--- src/rtl/keyed_byte_stream_decrypt_defines.svh ---
// Assertion macros shared by the decrypt block RTL.
// Pulled in by the modules that check their own pipeline and counters.
`ifndef KEYED_BYTE_STREAM_DECRYPT_DEFINES_SVH
`define KEYED_BYTE_STREAM_DECRYPT_DEFINES_SVH

// Same-cycle implication, off during reset.
`define KBSD_ASSERT_SAME(lbl, clk, rst, ante, cons, msg) \
  lbl: assert property (@(posedge clk) disable iff (rst) (ante) |-> (cons)) \
    else $error(msg);

// Next-cycle implication, off during reset.
`define KBSD_ASSERT_NEXT(lbl, clk, rst, ante, cons, msg) \
  lbl: assert property (@(posedge clk) disable iff (rst) (ante) |=> (cons)) \
    else $error(msg);

`endif

--- src/rtl/kbsd_pkg.sv ---
// Shared types and constants of the keyed byte stream decrypt block.
// No dependencies; used by the interfaces and all modules except kbsd_ram.
package kbsd_pkg;

  localparam int KEY_BYTES  = 512;
  localparam int HALF_BYTES = KEY_BYTES / 2;
  localparam int KEY_AW     = $clog2(KEY_BYTES);
  localparam int ROW_AW     = $clog2(HALF_BYTES);
  localparam int NIB_W      = 4;

  localparam logic FUNC_LOAD    = 1'b0;
  localparam logic FUNC_DECRYPT = 1'b1;

  typedef struct packed {
    logic              func;
    logic [KEY_AW-1:0] key_index;
    logic [7:0]        key_value;
    logic [7:0]        cipher_byte;
    logic              restart;
  } kbsd_cmd_t;

  typedef struct packed {
    logic [7:0] plain_byte;
  } kbsd_res_t;

  // Selector fetch plan for one data byte: key row in the upper half and
  // which nibble of it, plus the key position used for the lower half.
  typedef struct packed {
    logic [ROW_AW-1:0] sel_a_row;
    logic              sel_a_lo;
    logic [ROW_AW-1:0] sel_b_row;
    logic              sel_b_lo;
    logic [ROW_AW-1:0] key_pos;
  } kbsd_sel_t;

endpackage

--- src/rtl/kbsd_addr.sv ---
// Position counters and selector address generation.
// Depends on kbsd_pkg; checks use the block's assertion macros.
`include "keyed_byte_stream_decrypt_defines.svh"

module kbsd_addr
  import kbsd_pkg::*;
(
  input  logic      clk,
  input  logic      rst,
  input  logic      step,
  input  logic      restart,
  output kbsd_sel_t plan
);

  logic [KEY_AW-1:0] sel_pos, sel_pos_next;
  logic [ROW_AW-1:0] key_pos, key_pos_next;
  logic [KEY_AW-1:0] shift_count, shift_count_next;

  logic [KEY_AW-1:0] sp0, sp1, sc0, sel_a, sel_b;
  logic [ROW_AW-1:0] kp0;

  // Step the selector position; wrap to zero at KEY_BYTES - shift.
  function automatic logic [KEY_AW-1:0] adv_sel(input logic [KEY_AW-1:0] sp,
                                                input logic [KEY_AW-1:0] sc);
    logic [KEY_AW:0] sum;
    sum = {1'b0, sp} + {1'b0, sc} + (KEY_AW+1)'(1);
    return (sum >= (KEY_AW+1)'(KEY_BYTES)) ? '0 : sp + KEY_AW'(1);
  endfunction

  always_comb begin
    sp0   = restart ? '0 : sel_pos;
    sc0   = restart ? '0 : shift_count;
    kp0   = restart ? '0 : key_pos;
    sel_a = sp0 + sc0;
    sp1   = adv_sel(sp0, sc0);
    sel_b = sp1 + sc0;
    sel_pos_next = adv_sel(sp1, sc0);
    key_pos_next = kp0 + ROW_AW'(1);
    shift_count_next = (kp0 == '1) ? sc0 + KEY_AW'(1) : sc0;

    plan.sel_a_row = sel_a[KEY_AW-1:1];
    plan.sel_a_lo  = sel_a[0];
    plan.sel_b_row = sel_b[KEY_AW-1:1];
    plan.sel_b_lo  = sel_b[0];
    plan.key_pos   = kp0;
  end

  always_ff @(posedge clk) begin
    if (rst) begin
      sel_pos     <= '0;
      key_pos     <= '0;
      shift_count <= '0;
    end else if (step) begin
      sel_pos     <= sel_pos_next;
      key_pos     <= key_pos_next;
      shift_count <= shift_count_next;
    end
  end

  `KBSD_ASSERT_NEXT(a_shift_on_wrap, clk, rst, step && !restart && (key_pos == '1),
    (key_pos == '0) && (shift_count == $past(shift_count) + KEY_AW'(1)),
    "shift count did not follow key position wrap")
  `KBSD_ASSERT_NEXT(a_restart_clears, clk, rst, step && restart,
    (key_pos == ROW_AW'(1)) && (shift_count == '0),
    "restart did not clear the position counters")

endmodule

--- config.mk ---
export PLATFORM = sky130hd
export DESIGN_NAME = kbsd_addr
export DESIGN_NICKNAME = d
export VERILOG_FILES = /design/src/rtl/kbsd_pkg.sv /design/src/rtl/kbsd_addr.sv
export VERILOG_INCLUDE_DIRS = /design/src /design/src/rtl
export SDC_FILE = /design/constraint.sdc
export NUM_CORES = 1
export LEC_CHECK = 0
export CORE_MARGIN = 2
export CORE_UTILIZATION = 55
export CTS_CLUSTER_DIAMETER = 60
export DETAILED_ROUTE_END_ITERATION = 12
export DONT_BUFFER_PORTS = 1
export PLACE_DENSITY = 0.73
export RECOVER_POWER = 100
export REMOVE_ABC_BUFFERS = 1
export SETUP_SLACK_MARGIN = 0.2
export SYNTH_ARGS = -nofsm -noshare
export SYNTH_HDL_FRONTEND = slang
export SYNTH_SLANG_ARGS = --single-unit
--- constraint.sdc ---
create_clock -name clk -period 12.3 [get_ports clk]
set_input_delay 1.23 -clock clk [delete_from_list [all_inputs] [get_ports clk]]
set_output_delay 1.23 -clock clk [all_outputs]
set_load 0.005 [all_outputs]
# Word-level counts from Yosys, hierarchy flattened
# Index checks and enable logic that the tools add are counted.
[word_totals]
regBits = 26
latch_bits = 0
ramBits = 0
rom_bits = 0
in_bits = 4
output_inout_bits = 26
word_cells = 22
mem_count = 0
[classes]
add_sub_neg = 10
multipliers = 0
n_div = 0
n_lt_le_gt_ge = 2
eq_ne = 1
shifts = 0
muxes = 6
bitwise = 0
reduce_logical = 0
[op_table]
columns = ["op", "n"]
rows = [
  ["9-bit 2-to-1 mux", 5],
  ["9-bit by 1-bit adder with 9-bit output, second input constant", 3],
  ["10-bit by 1-bit adder with 10-bit output, second input constant", 2],
  ["9-bit by 9-bit adder with 10-bit output", 2],
  ["10-bit greater-or-equal comparator, second input constant", 2],
  ["9-bit adder", 2],
  ["8-bit by 1-bit adder with 8-bit output, second input constant", 1],
  ["8-bit == test, second input constant", 1],
  ["8-bit 2-to-1 mux", 1],
]

# Logic depth before layout (Yosys ltp)
[logic_depth]
word_depth = 9
mapped_depth = 21
mapped_depth_nobuf = 16

# Worst setup path before layout
# Ideal clock, no wire load.
[synth_path]
kind = "input port to output port"
from = "input restart"
to = "output plan[15] (netlist bit)"
t_arrival_ps = 4660
required_ps = 11070
setup_slack_ps = 6410
stages = 18
n_path_buf = 5
path_cell_list = "buf_2 clkbuf_1 clkbuf_1 nand2b_1 ha_1 inv_1 maj3_1 o21a_1 o22a_1 buf_2 buf_2 nor3_1 ha_1 o21ai_0 a21oi_1 and2_1 a221oi_1 and3b_1"
[synth_rtl]
columns = ["item", "line_no", "text"]
rows = [
  ["start, declared", "kbsd_addr.sv:11", "input logic restart,"],
  ["end, declared", "kbsd_addr.sv:12", "output kbsd_sel_t plan"],
]

==> impl.org <==
** Clocking
- CTS saw 26 sinks.
- CTS built an H-tree with a depth of 1.
- For this design, the CTS-stage hold fixing added 0 buffers.
- The clock passes through at most 2 buffers.
- Clock slew at the register clock pins of the worst setup and hold paths :: 0.09 ns
- Clock latency on the worst-skew pair :: 0.27 ns
- TritonCTS built the clock tree.
- The tree is rooted in a sky130_fd_sc_hd__clkbuf_8.
- The number of setup buffers added after CTS is 0.
- Buffers inserted during clock tree synthesis total 3.
- After clock tree synthesis, the repair step resized 0 gates.

** Hold path
- Along the worst hold path, the cell count comes to 2.
- The tightest min-delay check is of the reg2reg type.

** STA
- RSZ-0062 raised after global routing :: false
- The final critical path takes up 46.2% of the cycle.
- The max-slew violation total from the final report is 6.
- Setup violations remaining at the end of the flow were counted as 0.
- For the pin with the worst max-slew slack, the measured transition is 1.59 ns.
- Total negative setup slack :: 0 ns
- Measured against its own limit, the worst slew margin works out to -8.85%.
- The number of failing hold endpoints at the final stage is 0.
- The clock arrives with 0.00176 ns of skew.
- Period minus WS final :: 5.69 ns
- Highest clock frequency the design can meet :: 176 MHz

** Yosys
- Counting every instance in the synthesized netlist gives 387.
- Area fraction of the dominant cell type after synthesis :: 18.8%
- Post-synthesis average cell area :: 7.15 µm²
- Count of distinct cell types in the synthesized netlist :: 60
- Seq/Total Area, Yosys :: 18.8%
- Synth Register Bits :: 26
- After synthesis, the cell types taking the most area are sky130_fd_sc_hd__dfxtp_1, sky130_fd_sc_hd__ha_1, sky130_fd_sc_hd__nor2_1, sky130_fd_sc_hd__xnor2_1, sky130_fd_sc_hd__nor2b_1.
- Proportion of synthesized flip-flops having asynchronous set or reset :: 0%
- Summing every instance area after synthesis gives 2770 µm².
- Summed over all instances, the cell type with the most area after synthesis is sky130_fd_sc_hd__dfxtp_1.
- For this run, the number of Yosys warnings is 0.
- In the synthesized netlist the dominant register cell turns out to be sky130_fd_sc_hd__dfxtp_1.
- Yosys mapped a number of flops with a built-in enable equal to 0.

** Detailed routing
- In the final routed layout, each cell accounts on average for 14.7 µm.
- Count of nets left with antenna violations after detail routing :: 0
- Routed vias :: 2622
- For this block, the initial DRC count from the detailed router was 178.
- After detailed routing, the wire length on met1 is 3200 µm.
- Post-detailed-route via-to-cell ratio :: 6.03
- Detailed-route wire length :: 6400 µm
- Detailed-router iteration count before antenna repair :: 5
- The detailed router used layers up to and including met4.
- Residual DRC :: 0
- Met2 layer wire length in the routed design :: 2830 µm
- Met3 wire length :: 300 µm

** Worst setup path
- Data on the critical path is required at its endpoint by 11.07 ns.
- Crit. End Element :: primary output
- Worst r2r path cells :: 14
- At the worst endpoint, the arrival time is 4.46 ns.
- Among all stages on the critical path, the largest delay is contributed by sky130_fd_sc_hd__o22a_1.
- The worst setup path is launched from an input port.
- The most numerous cell type found on the critical path is sky130_fd_sc_hd__ha_1.
- Max Fanout on Critical Path :: 59
- The critical path in this run is classified as in2out.
- The signal on the critical path passes through nor2b_1 -> ha_1 -> o21a_1 -> o2bb2ai_1 -> nand2_1 -> o22a_1 -> nor3_1 -> ha_1 -> a211oi_1 -> o21ai_0 -> a221oi_1 -> and3b_1.
- In this design, the stage delay of the slowest critical-path cell is 0.40 ns.

** Finish
- Fraction of layout cells with a size suffix above 1 :: 2.72%
- Number of nets in the layout :: 391
- Summing all flip-flop and latch instances after layout gives 520 µm².
- Area Growth Syn to Fin :: 0.452%
- 0 antenna diodes ended up in the layout.
- Summing all multi-input logic gate instances after layout gives 2070 µm².
- Final Core Density :: 58.1%
- After filler insertion, the fill cell instance count of the layout stands at 450.

** Global routing
- GR Overflow Total :: 0
- The via count of the first global-routing pass came to 2284.
- Initial antenna violation count :: 0
- GR Util All Layers :: 24.1%
- Largest net degree at the start of global routing :: 60
- Global-route wire length before repair :: 10800 µm

** Die
- Once the floorplan was initialized, standard cells occupied 57.8% of the core.
- I/O pins :: 30
- # rows :: 25
- The die is 74.9 µm tall.
- The die covers 5610 µm².
- Core Area :: 4790 µm²
- The die is 74.9 µm wide.

** Outcome
- Run status :: complete, but fails checks
- The final reports fail on max-capacitance violations, max-slew violations.

** Placed design
- After legalization and detailed placement, the total HPWL measured 4910 µm.
- Input and output buffers added on the ports amount to 0.
- Gp weighted congestion :: 0.852

** Run
- Number of maximum-capacitance violations :: 1

** Pwr
- Leakage dissipation :: 1.12 nW
- For this design the ratio of total power to cell area is 55.7 nW/µm².
- Across the VDD grid, the largest voltage drop is 78.7 µV.
[synthesized netlist by cell type (4+ instances only)]
cell / number
sky130_fd_sc_hd__o21ai_0: 24
sky130_fd_sc_hd__or2_2: 4
sky130_fd_sc_hd__a21oi_1: 23
sky130_fd_sc_hd__nand2b_1: 6
sky130_fd_sc_hd__nor3_1: 7
sky130_fd_sc_hd__nand4_1: 5
sky130_fd_sc_hd__nor4_1: 7
sky130_fd_sc_hd__ha_1: 18
sky130_fd_sc_hd__nand2_1: 34
sky130_fd_sc_hd__nor2b_1: 25
sky130_fd_sc_hd__clkbuf_1: 13
sky130_fd_sc_hd__nor2_1: 44
sky130_fd_sc_hd__xnor2_1: 18
sky130_fd_sc_hd__inv_1: 14
sky130_fd_sc_hd__nand3_1: 22
sky130_fd_sc_hd__buf_2: 7
sky130_fd_sc_hd__xor2_1: 15
sky130_fd_sc_hd__and2_1: 6
sky130_fd_sc_hd__a21o_1: 5
sky130_fd_sc_hd__dfxtp_1: 26
[cell usage in the layout, fill, tap and decap left out, drive strengths merged, types with 3 or more instances in the layout]
master and n:
nor2 44, nand2 34, dfxtp 26, nor2b 25, a21oi 24, o21ai 24
nand3 22, xnor2 18, ha 18, xor2 15, inv 14, nor4 8
nor3 7, maj3 6, nand2b 6, and2 6, nand4 5, a21o 5
or2 4, clkbuf 4, o211ai 3, o21a 3, a211oi 3, mux2i 3
a32o 3, a22oi 3
[state kept, by name (all words and copies together) (netlist names)]
register and cells:
sel_pos 9, shift_count 9, key_pos 8
[through the flow]
stage,hold slack [ns],setup WS (ns),power (W),std cells,cell area (µm²)
finish,0.455,6.61,0.000155,435,2780
CTS,0.455,6.66,0.000157,435,2800
global placement,0.429,6.75,0.000101,431,2740
detailed placement,0.434,6.68,0.000102,431,2740
global route,0.478,6.24,0.000163,435,2780
floorplan,0.417,7.22,0.0000986,364,2660
[critical path: cells and delay by family]
family	cells	cell delay, ns
AOI/OAI and AO/OA	6	1.71
and+or+nand+nor	4	0.84
adders and majority gates	2	0.67
[power breakdown]
| group | total (W) | switching (W) | internal (W) |
|---|---|---|---|
| combinational | 0.0000130 | 0.00000777 | 0.00000527 |
| sequential | 0.0000865 | 0.00000144 | 0.0000850 |
| clock | 0.0000554 | 0.0000267 | 0.0000287 |
[cell type report]
cell class | count | area share, %
inverters | 14 | 1.89
well taps | 67 | 3.02
clock buffers | 4 | 1.98
flip-flops and latches | 26 | 18.7
multi-input cells | 324 | 74.4
[final timing paths]
check	startpoint	slack, ns	to
worst max-delay path	restart	6.61	plan[15]
worst min-delay path	sel_pos[8]$_SDFFE_PP0P_	0.45	sel_pos[8]$_SDFFE_PP0P_
worst max register to register	shift_count[7]$_SDFFE_PP0P_	7.17	sel_pos[5]$_SDFFE_PP0P_
worst min register to register	sel_pos[8]$_SDFFE_PP0P_	0.45	sel_pos[8]$_SDFFE_PP0P_
[cells by family (layout without fill, tap and decap cells)]
group,after synthesis,after routing,synth area share (%)
buf+inv,37,18,5.74
mux,3,3,1.09
fa+ha+maj,24,24,10.4
simple gates,175,175,32.2
compound gates,89,89,21.3
xor+xnor,33,33,10.4
flops,26,26,18.8
[layer usage]
layer	vias up	track usage, %
met5	-	0
met4	0	4.96
met3	8	4.95
met2	59	37.2
met1	1220	34.9
li1	1335	-
Note: power is estimated with default switching activity, not from simulation.
