## src/rtl/keyed_byte_stream_decrypt_defines.svh

```systemverilog
// Assertion macros shared by the decrypt block RTL.
// Pulled in by the modules that check their own pipeline and counters.
`ifndef KEYED_BYTE_STREAM_DECRYPT_DEFINES_SVH
`define KEYED_BYTE_STREAM_DECRYPT_DEFINES_SVH

// Same-cycle implication, off during reset.
`define KBSD_ASSERT_SAME(lbl, clk, rst, ante, cons, msg) \
  lbl: assert property (@(posedge clk) disable iff (rst) (ante) |-> (cons)) \
    else $error(msg);

// Next-cycle implication, off during reset.
`define KBSD_ASSERT_NEXT(lbl, clk, rst, ante, cons, msg) \
  lbl: assert property (@(posedge clk) disable iff (rst) (ante) |=> (cons)) \
    else $error(msg);

`endif

```

## src/rtl/kbsd_pkg.sv

```systemverilog
// Shared types and constants of the keyed byte stream decrypt block.
// No dependencies; used by the interfaces and all modules except kbsd_ram.
package kbsd_pkg;

  localparam int KEY_BYTES  = 512;
  localparam int HALF_BYTES = KEY_BYTES / 2;
  localparam int KEY_AW     = $clog2(KEY_BYTES);
  localparam int ROW_AW     = $clog2(HALF_BYTES);
  localparam int NIB_W      = 4;

  localparam logic FUNC_LOAD    = 1'b0;
  localparam logic FUNC_DECRYPT = 1'b1;

  typedef struct packed {
    logic              func;
    logic [KEY_AW-1:0] key_index;
    logic [7:0]        key_value;
    logic [7:0]        cipher_byte;
    logic              restart;
  } kbsd_cmd_t;

  typedef struct packed {
    logic [7:0] plain_byte;
  } kbsd_res_t;

  // Selector fetch plan for one data byte: key row in the upper half and
  // which nibble of it, plus the key position used for the lower half.
  typedef struct packed {
    logic [ROW_AW-1:0] sel_a_row;
    logic              sel_a_lo;
    logic [ROW_AW-1:0] sel_b_row;
    logic              sel_b_lo;
    logic [ROW_AW-1:0] key_pos;
  } kbsd_sel_t;

endpackage

```

## src/rtl/kbsd_ifs.sv

```systemverilog


interface kbsd_res_if
  import kbsd_pkg::*;
  ();
  logic      valid;
  logic      ready;
  kbsd_res_t data;
  modport source (output valid, output data, input ready);
  modport sink (input valid, input data, output ready);
endinterface

```

## src/rtl/kbsd_calc.sv

```systemverilog
// Formula datapath: product stage, combine stage and output register.
// Depends on kbsd_pkg and the result channel interface.
`include "keyed_byte_stream_decrypt_defines.svh"

module kbsd_calc
  import kbsd_pkg::*;
(
  input  logic              clk,
  input  logic              rst,
  input  logic              v2,
  input  logic [7:0]        c2,
  input  logic [NIB_W-1:0]  code2,
  input  logic [7:0]        k2,
  input  logic [7:0]        j2,
  output logic              en2,
  kbsd_res_if.source        result
);

  typedef enum logic [NIB_W-1:0] {
    F_SUB_KPJ   = 4'd0,  F_SUB_KMJ   = 4'd1,  F_SUB_KJ    = 4'd2,  F_ADD_KJ    = 4'd3,
    F_ADD_KPJ   = 4'd4,  F_ADD_KMJ   = 4'd5,  F_SUB_KKPJ  = 4'd6,  F_SUB_KKMJ  = 4'd7,
    F_SUB_KPJJ  = 4'd8,  F_SUB_KMJJ  = 4'd9,  F_SUB_KKPJJ = 4'd10, F_SUB_KKMJJ = 4'd11,
    F_SUB_KJPK  = 4'd12, F_SUB_KJMK  = 4'd13, F_SUB_KJPJJ = 4'd14, F_SUB_KJMJJ = 4'd15
  } formula_t;

  localparam logic [7:0] CLASH_ADJ = 8'd32;

  logic              v3, en3;
  logic [7:0]        c3, k3, j3, kj3, kk3, jj3;
  formula_t          code3;
  logic [15:0]       kj_w, kk_w, jj_w;
  logic [7:0]        d, p, p_fix;
  logic              add;

  assign en3 = !result.valid || result.ready;
  assign en2 = !v3 || en3;

  assign kj_w = k2 * j2;
  assign kk_w = k2 * k2;
  assign jj_w = j2 * j2;

  always_comb begin
    add = 1'b0;
    unique case (code3)
      F_SUB_KPJ:   d = k3 + j3;
      F_SUB_KMJ:   d = k3 - j3;
      F_SUB_KJ:    d = kj3;
      F_ADD_KJ:    begin d = kj3;     add = 1'b1; end
      F_ADD_KPJ:   begin d = k3 + j3; add = 1'b1; end
      F_ADD_KMJ:   begin d = k3 - j3; add = 1'b1; end
      F_SUB_KKPJ:  d = kk3 + j3;
      F_SUB_KKMJ:  d = kk3 - j3;
      F_SUB_KPJJ:  d = k3 + jj3;
      F_SUB_KMJJ:  d = k3 - jj3;
      F_SUB_KKPJJ: d = kk3 + jj3;
      F_SUB_KKMJJ: d = kk3 - jj3;
      F_SUB_KJPK:  d = kj3 + k3;
      F_SUB_KJMK:  d = kj3 - k3;
      F_SUB_KJPJJ: d = kj3 + jj3;
      F_SUB_KJMJJ: d = kj3 - jj3;
    endcase
    p = add ? c3 + d : c3 - d;
    // Never pass the cipher byte through unchanged.
    p_fix = (p == c3) ? p - CLASH_ADJ : p;
  end

  always_ff @(posedge clk) begin
    if (rst) begin
      v3           <= 1'b0;
      result.valid <= 1'b0;
    end else begin
      if (en2) begin
        v3 <= v2;
      end
      if (en3) begin
        result.valid <= v3;
      end
    end
  end

  always_ff @(posedge clk) begin
    if (en2 && v2) begin
      c3    <= c2;
      code3 <= formula_t'(code2);
      k3    <= k2;
      j3    <= j2;
      kj3   <= kj_w[7:0];
      kk3   <= kk_w[7:0];
      jj3   <= jj_w[7:0];
    end
    if (en3 && v3) begin
      result.data.plain_byte <= p_fix;
    end
  end

  `KBSD_ASSERT_NEXT(a_combine_to_out, clk, rst, v3 && en3, result.valid,
    "combine stage result lost on its way to the output register")

endmodule

```

## src/flat_wrapper.sv

```systemverilog
// flat-port wrapper written by rule: the top's interface ports become plain ports
module kbsd_calc_flat import kbsd_pkg::*;
  (clk, rst, v2, c2, code2, k2, j2, en2, result_valid, result_data, result_ready);
  kbsd_res_if result_i ();
  input  logic clk;
  input  logic rst;
  input  logic v2;
  input  logic [7:0] c2;
  input  logic [NIB_W-1:0] code2;
  input  logic [7:0] k2;
  input  logic [7:0] j2;
  output logic en2;
  output wire logic [$bits(result_i.valid)-1:0] result_valid;
  output wire logic [$bits(result_i.data)-1:0] result_data;
  input wire logic [$bits(result_i.ready)-1:0] result_ready;
  assign result_valid = result_i.valid;
  assign result_data = result_i.data;
  assign result_i.ready = result_ready;
  kbsd_calc u_core (.clk(clk), .rst(rst), .v2(v2), .c2(c2), .code2(code2), .k2(k2), .j2(j2), .en2(en2), .result(result_i));
endmodule
```

## config.mk

```make
export PLATFORM = sky130hd
export DESIGN_NAME = kbsd_calc_flat
export DESIGN_NICKNAME = d
export VERILOG_FILES = /design/src/rtl/kbsd_pkg.sv /design/src/rtl/kbsd_ifs.sv /design/src/rtl/kbsd_calc.sv /design/src/flat_wrapper.sv
export VERILOG_INCLUDE_DIRS = /design/src /design/src/rtl
export SDC_FILE = /design/constraint.sdc
export NUM_CORES = 1
export LEC_CHECK = 0
export ABC_AREA = 1
export BUFFER_PORTS_ARGS = -buffer_cell sky130_fd_sc_hd__buf_2
export CAP_MARGIN = 20
export CORE_ASPECT_RATIO = 1.2
export CORE_UTILIZATION = 24
export CTS_BUF_LIST = sky130_fd_sc_hd__clkbuf_16
export DETAILED_ROUTE_END_ITERATION = 8
export HOLD_SLACK_MARGIN = 0.02
export PLACE_DENSITY_LB_ADDON = 0.08
export SLEW_MARGIN = 25
export SYNTH_ARGS = -nofsm -noshare
export SYNTH_HDL_FRONTEND = slang
export SYNTH_SLANG_ARGS = --single-unit
```

## constraint.sdc

```tcl
create_clock -name clk -period 7.5 [get_ports clk]
set_clock_uncertainty 0.05 [all_clocks]
set_input_delay 0.75 -clock clk [delete_from_list [all_inputs] [get_ports clk]]
set_output_delay 0.75 -clock clk [all_outputs]
set_load 0.01 [all_outputs]
```

# Yosys cells after proc, flatten, opt, wreduce, memory -nomap -nowiden
# Cells that the tools add are included.
dict set report totals {
  input_bits 32
  output_inout_bits 10
  reg_bits 62
  word_cells 59
}
dict set report op_classes {
  add_sub_neg 15
  n_mux 4
  eq_ne 16
  reduce_logical 11
  multipliers 3
}
# operator n
set op_table {}
lappend op_table {{case mux 8 bit (13 select lines)} 1}
lappend op_table {{adder 8 bit} 7}
lappend op_table {{subtractor 8 bit} 7}
lappend op_table {{equality test 4 bit (second input constant)} 8}
lappend op_table {{multiplier 8 x 8 -> 8 bit} 3}
lappend op_table {{equality test 4 x 3 -> 1 bit (second input constant)} 4}
lappend op_table {{2-to-1 mux 8 bit} 2}
lappend op_table {{equality test 4 x 2 -> 1 bit (second input constant)} 2}
lappend op_table {{equality test 8 bit} 1}
lappend op_table {{subtractor 8 x 6 -> 8 bit (second input constant)} 1}
lappend op_table {{OR reduction 2 bit} 3}
lappend op_table {{equality test 4 x 1 -> 1 bit (second input constant)} 1}
lappend op_table {{logical NOT 4 bit} 1}
lappend op_table {{OR reduction 3 bit} 1}
lappend op_table {{logical AND 1 bit} 2}
lappend op_table {{logical NOT 1 bit} 2}
lappend op_table {{logical OR 1 bit} 2}
lappend op_table {{2-to-1 mux 1 bit} 1}

# Logic depth before layout (Yosys ltp)
dict set report depth {
  ltp_word 7
  depth_mapped 31
  mapped_depth_nobuf 31
}

# Least setup slack after synthesis
# No wires, ideal clock.
dict set report synth_timing {
  path_type {register to register}
  start {register u_core.code3[1]}
  end {register u_core.result.data[7] (netlist name)}
  t_required_ns 7.191
  path_buffers 0
  arrival_ns 4.375
  path_stages_with_launch 28
  slack_ns 2.815
  synth_period_minus_slack_ns 4.685
  setup_time_ns 0.259
  cell_sequence {edfxtp_1 inv_2 nand2_1 nor2_2 nand2_1 o211ai_1 o21ai_0 inv_1 fa_1 or2_2 nand4_1 o21ai_1 ha_1 nor2_1 xor2_1 inv_1 ha_1 a21oi_1 and2_1 or2_1 nand2_1 a21oi_1 xor2_1 xnor2_1 a211oi_2 nand2_1 nand3_1 o21ai_1}
}
dict set report synth_between {
  elab_chain_len 7
  word_cells_on_any_way 28
  cone_classes {add/sub (3); eq/ne (16); mux (4); reduce/logical (5)}
}
# element line_no
set synth_rtl {}
lappend synth_rtl {{from (decl)} kbsd_calc.sv:30} ;# formula_t code3;
lappend synth_rtl {{from (signal assigned)} kbsd_calc.sv:84} ;# code3 <= formula_t'(code2);
lappend synth_rtl {{equality test 4 x 1 -> 1 bit (tied with other cells)} kbsd_calc.sv:44} ;# unique case (code3)
lappend synth_rtl {{OR reduction 2 bit (no line)} --}
lappend synth_rtl {{case mux 8 bit (13 select lines)} kbsd_calc.sv:44}
lappend synth_rtl {{subtractor 8 bit or adder 8 bit (tied branches)} kbsd_calc.sv:62} ;# p = add ? c3 + d : c3 - d;
lappend synth_rtl {{2-to-1 mux 8 bit (*)} kbsd_calc.sv:62}
lappend synth_rtl {{subtractor 8 x 6 -> 8 bit or equality test 8 bit (tied branches)} kbsd_calc.sv:64} ;# p_fix = (p == c3) ? p - CLASH_ADJ : p;
lappend synth_rtl {{2-to-1 mux 8 bit (*)} kbsd_calc.sv:64}
lappend synth_rtl {{via u_core.p_fix[7]} kbsd_calc.sv:32} ;# logic [7:0] d, p, p_fix;
# The timed path passes the listed nets; every way through them passes the cells marked *.
# A chain may end at the register's enable or synchronous reset.

# Worst setup path after layout
dict set report layout_timing {
  start {register u_core.code3[3]}
  end {register u_core.result.data[6] (netlist name)}
}
dict set report layout_between {
  elab_chain_len 7
  word_cells_on_any_way 28
  cone_classes {add/sub (3); eq/ne (16); mux (4); reduce/logical (5)}
}
# element line_no
set layout_rtl {}
lappend layout_rtl {{equality test 4 x 1 -> 1 bit (tied with other cells)} kbsd_calc.sv:44}
lappend layout_rtl {{OR reduction 2 bit (no line)} --}
lappend layout_rtl {{case mux 8 bit (13 select lines)} kbsd_calc.sv:44}
lappend layout_rtl {{subtractor 8 bit or adder 8 bit (tied branches)} kbsd_calc.sv:62}
lappend layout_rtl {{2-to-1 mux 8 bit (*)} kbsd_calc.sv:62}
lappend layout_rtl {{subtractor 8 x 6 -> 8 bit or equality test 8 bit (tied branches)} kbsd_calc.sv:64}
lappend layout_rtl {{2-to-1 mux 8 bit (*)} kbsd_calc.sv:64}
lappend layout_rtl {{via u_core.p_fix[6]} kbsd_calc.sv:32}
# Marks and branches as above.

==> reports/qor.txt <==
Outcome - completed
Cell count after synthesis - 871
Postcts setup bufs - 0
Port bufs - 41
Worst r2r dst - u_core.result.data[6]
Transition time at the pin with the least slew margin - 963 ps
Xor and xnor area share after synthesis - 0.0721
CTS tree - built
Prevailing post-synth register cell - edfxtp_1
Crit path launch - u_core.code3[3]
Hold Buf Count CTS - 0
Crit path DAT - 5670 ps
Sequential share of the synthesized area - 0.258
Vias - 5553
Pwr dens - 225 mW/mm^2
Die X - 154 um
CTS H-Tree Depth - 3
Largest area contributor in the netlist - edfxtp_1
Min cycle time layout - 5620 ps
Mux contribution to synthesized area - 0
Most used routing layer - met2
Critical-path top delay cell - edfxtp_1
Clock transition at path regs - 60 ps
Slew Viols, Final - 0
Largest family of logic cells by synthesized area - simple AND/OR/NAND/NOR gates
Most common cell type on the critical path - nand3_1
Relative slew slack - 0.357
Global-route wire length before repair - 30900 um
CTS root buf - clkbuf_16
Antenna fix cells - 0
Fin Setup TNS - 0 ps
Syn Area/Cell - 7.67 um^2
Maximum VDD drop - 0.102 mV
CTS Sinks - 58
RR Startpoint - u_core.code3[3]
Total CTS buffers - 9
Placed instance count - 1245
Die Height - 185 um
Crit path capture - u_core.result.data[6]
Drt drc - 0
Yosys cell types - 47
Fin nets - 1050
WP data required - 7550 ps
Crit. path cell count - 25
Met3 usage - 0.0208
Total congestion overflow - 0
Number of flops mapped to enable cells by yosys - 56
Layout cells sized above 1 - 0.109
Total routed wirelength - 19100 um
Synth area leaders - edfxtp_1 (25%), ha_1 (13%), nand2_1 (11%)
Initial antenna violation count - 0
Endpoints failing setup - 0
Reg2reg path depth - 25
Initial DRC count - 266
Worst Hold Class - register to register
Hold Violations, Final - 0
Hold_ws - 409 ps
Core area - 0.0273 mm^2
Yosys reg bits - 58
Simple-gate share of the synthesized area - 0.255
Crit Path Category - register to register
Final worst path period share - 0.749
Post-Synthesis Cell Area - 0.00668 mm^2
CP Capture Type - register
Row Count - 66
Post-route ant nets - 0
Synthesized-area fraction occupied by adder cells - 0.228
Vias in the first global route - 5684
Maximum clock path buffer count - 2
Crit path launch type - register
Filler cells - 3016
Buf/Inv on CP - 3
Io pins - 42
Final GP Congestion - 0.851
CP max stage delay - 530 ps
Worst Path Max Fanout - 8
Top post-synthesis cells by count - nand2_1 (200), inv_1 (160), nand3_1 (75), ha_1 (69), edfxtp_1 (56)
Syn_nets - 1005
Wire per inst - 15.2 um
Worst R2R Setup Slack - 1880 ps
Final HPWL DP - 15700 um
GRT Resource Usage Total - 0.144
Initial core utilization - 0.245
Most numerous cell in the Yosys netlist - nand2_1
Global Route met2 Usage - 0.260
Die area - 0.0285 mm^2
DR vias/cell - 4.40
Leakage power - 3.80 nW
Post-CTS Resized - 0
GR Util met1 - 0.174
Synth async-reset ratio - 0
Synth warnings - 0
Area growth syn-to-layout - 12.9%
Max cap viols - 0
CP top delay family - simple AND/OR/NAND/NOR gates
Compound-Gate Fraction of Synth Area - 0.0872
Largest net degree at the start of global routing - 37
Fmax - 178 MHz
Top-area cell type share of the netlist area - 0.252
Drt pass-1 iters - 4
Final std cells w/o fill - 1261
Clk_lat worst skew - 340 ps
RSZ-0062 raised after global routing - no
[worst min-delay path, cell delays in order, from the launching register on]
cell	delay [ps]
dfxtp_1	300
inv_1	60
a21oi_1	60
[power breakdown]
part / switching (mW) / total, mW / internal [mW]
registers: 0.0434 / 0.480 / 0.437
logic: 0.519 / 0.854 / 0.335
clock network: 0.145 / 0.361 / 0.216
[placed cells by master (no fill, tap or decap), types with 7 or more instances in the layout]
cell type,synthesis,routed
o21ai_0,25,25
or2_2,14,14
xor2_1,31,31
ha_1,69,69
xnor2_1,24,24
nand2_1,200,200
nor2_1,48,48
buf_2,0,41
nand3_1,75,75
inv_2,6,7
nor3_1,8,8
clkbuf_16,0,9
a21oi_1,40,40
nand4_1,13,13
inv_1,160,162
edfxtp_1,56,56
fa_1,33,33
[stage by stage]
stage | util | power, mW | worst slack [ps] | area (um^2)
after floorplan | - | 1.13 | 2820 | 6680
after global placement | 0.268 | 1.36 | 1730 | 7290
after detailed placement | 0.268 | 1.35 | 1860 | 7290
after CTS | 0.277 | 1.73 | 1810 | 7550
after global routing | 0.277 | 1.87 | 1350 | 7550
final | 0.277 | 1.70 | 1880 | 7550
[worst min path at each step]
stage	from	end	slack, ps	depth (start not counted)
2_1_floorplan	u_core.v3	u_core.result.valid	390	2
3_3_place_gp	u_core.v3	u_core.result.valid	410	2
3_5_place_dp	u_core.v3	u_core.result.valid	410	2
4_1_cts	u_core.v3	u_core.result.valid	420	2
5_1_grt	u_core.v3	u_core.result.valid	470	2
6_report	u_core.v3	u_core.result.valid	410	2
[flip-flops by register name, summed over array words and instances (netlist names)]
register,cells
u_core.c3,8
u_core.code3,4
u_core.j3,7
u_core.jj3,7
u_core.k3,7
u_core.kj3,8
u_core.kk3,7
u_core.result.data,8
u_core.result.valid,1
u_core.v3,1
[logic make-up after synthesis]
| kind of cell | count (synthesis) |
|---|---|
| buffers and inverters | 176 |
| DFF | 58 |
| AOI/OAI and AO/OA | 98 |
| and+or+nand+nor | 382 |
| adders and majority gates | 102 |
| xor gates and xnor gates | 55 |
[metal layers]
| layer | vias up | wire [um] |
|---|---|---|
| met2 | 86 | 9480 |
| met3 | 14 | 478 |
| met1 | 2530 | 8800 |
| met5 | - | 0 |
| li1 | 2923 | - |
| met4 | 0 | 383 |
[cell type report]
cell class	instances	area, um^2	share of cell area
Tap cell	340	425	0.0564
Sequential cell	58	1720	0.228
Clock buffer	9	225	0.0298
Timing Repair Buffer	42	213	0.0282
Clock inverter	7	30.0	0.00398
Multi-Input combinational cell	637	4290	0.569
Inverter	168	641	0.0849
Note: power is estimated with default switching activity, not from simulation.
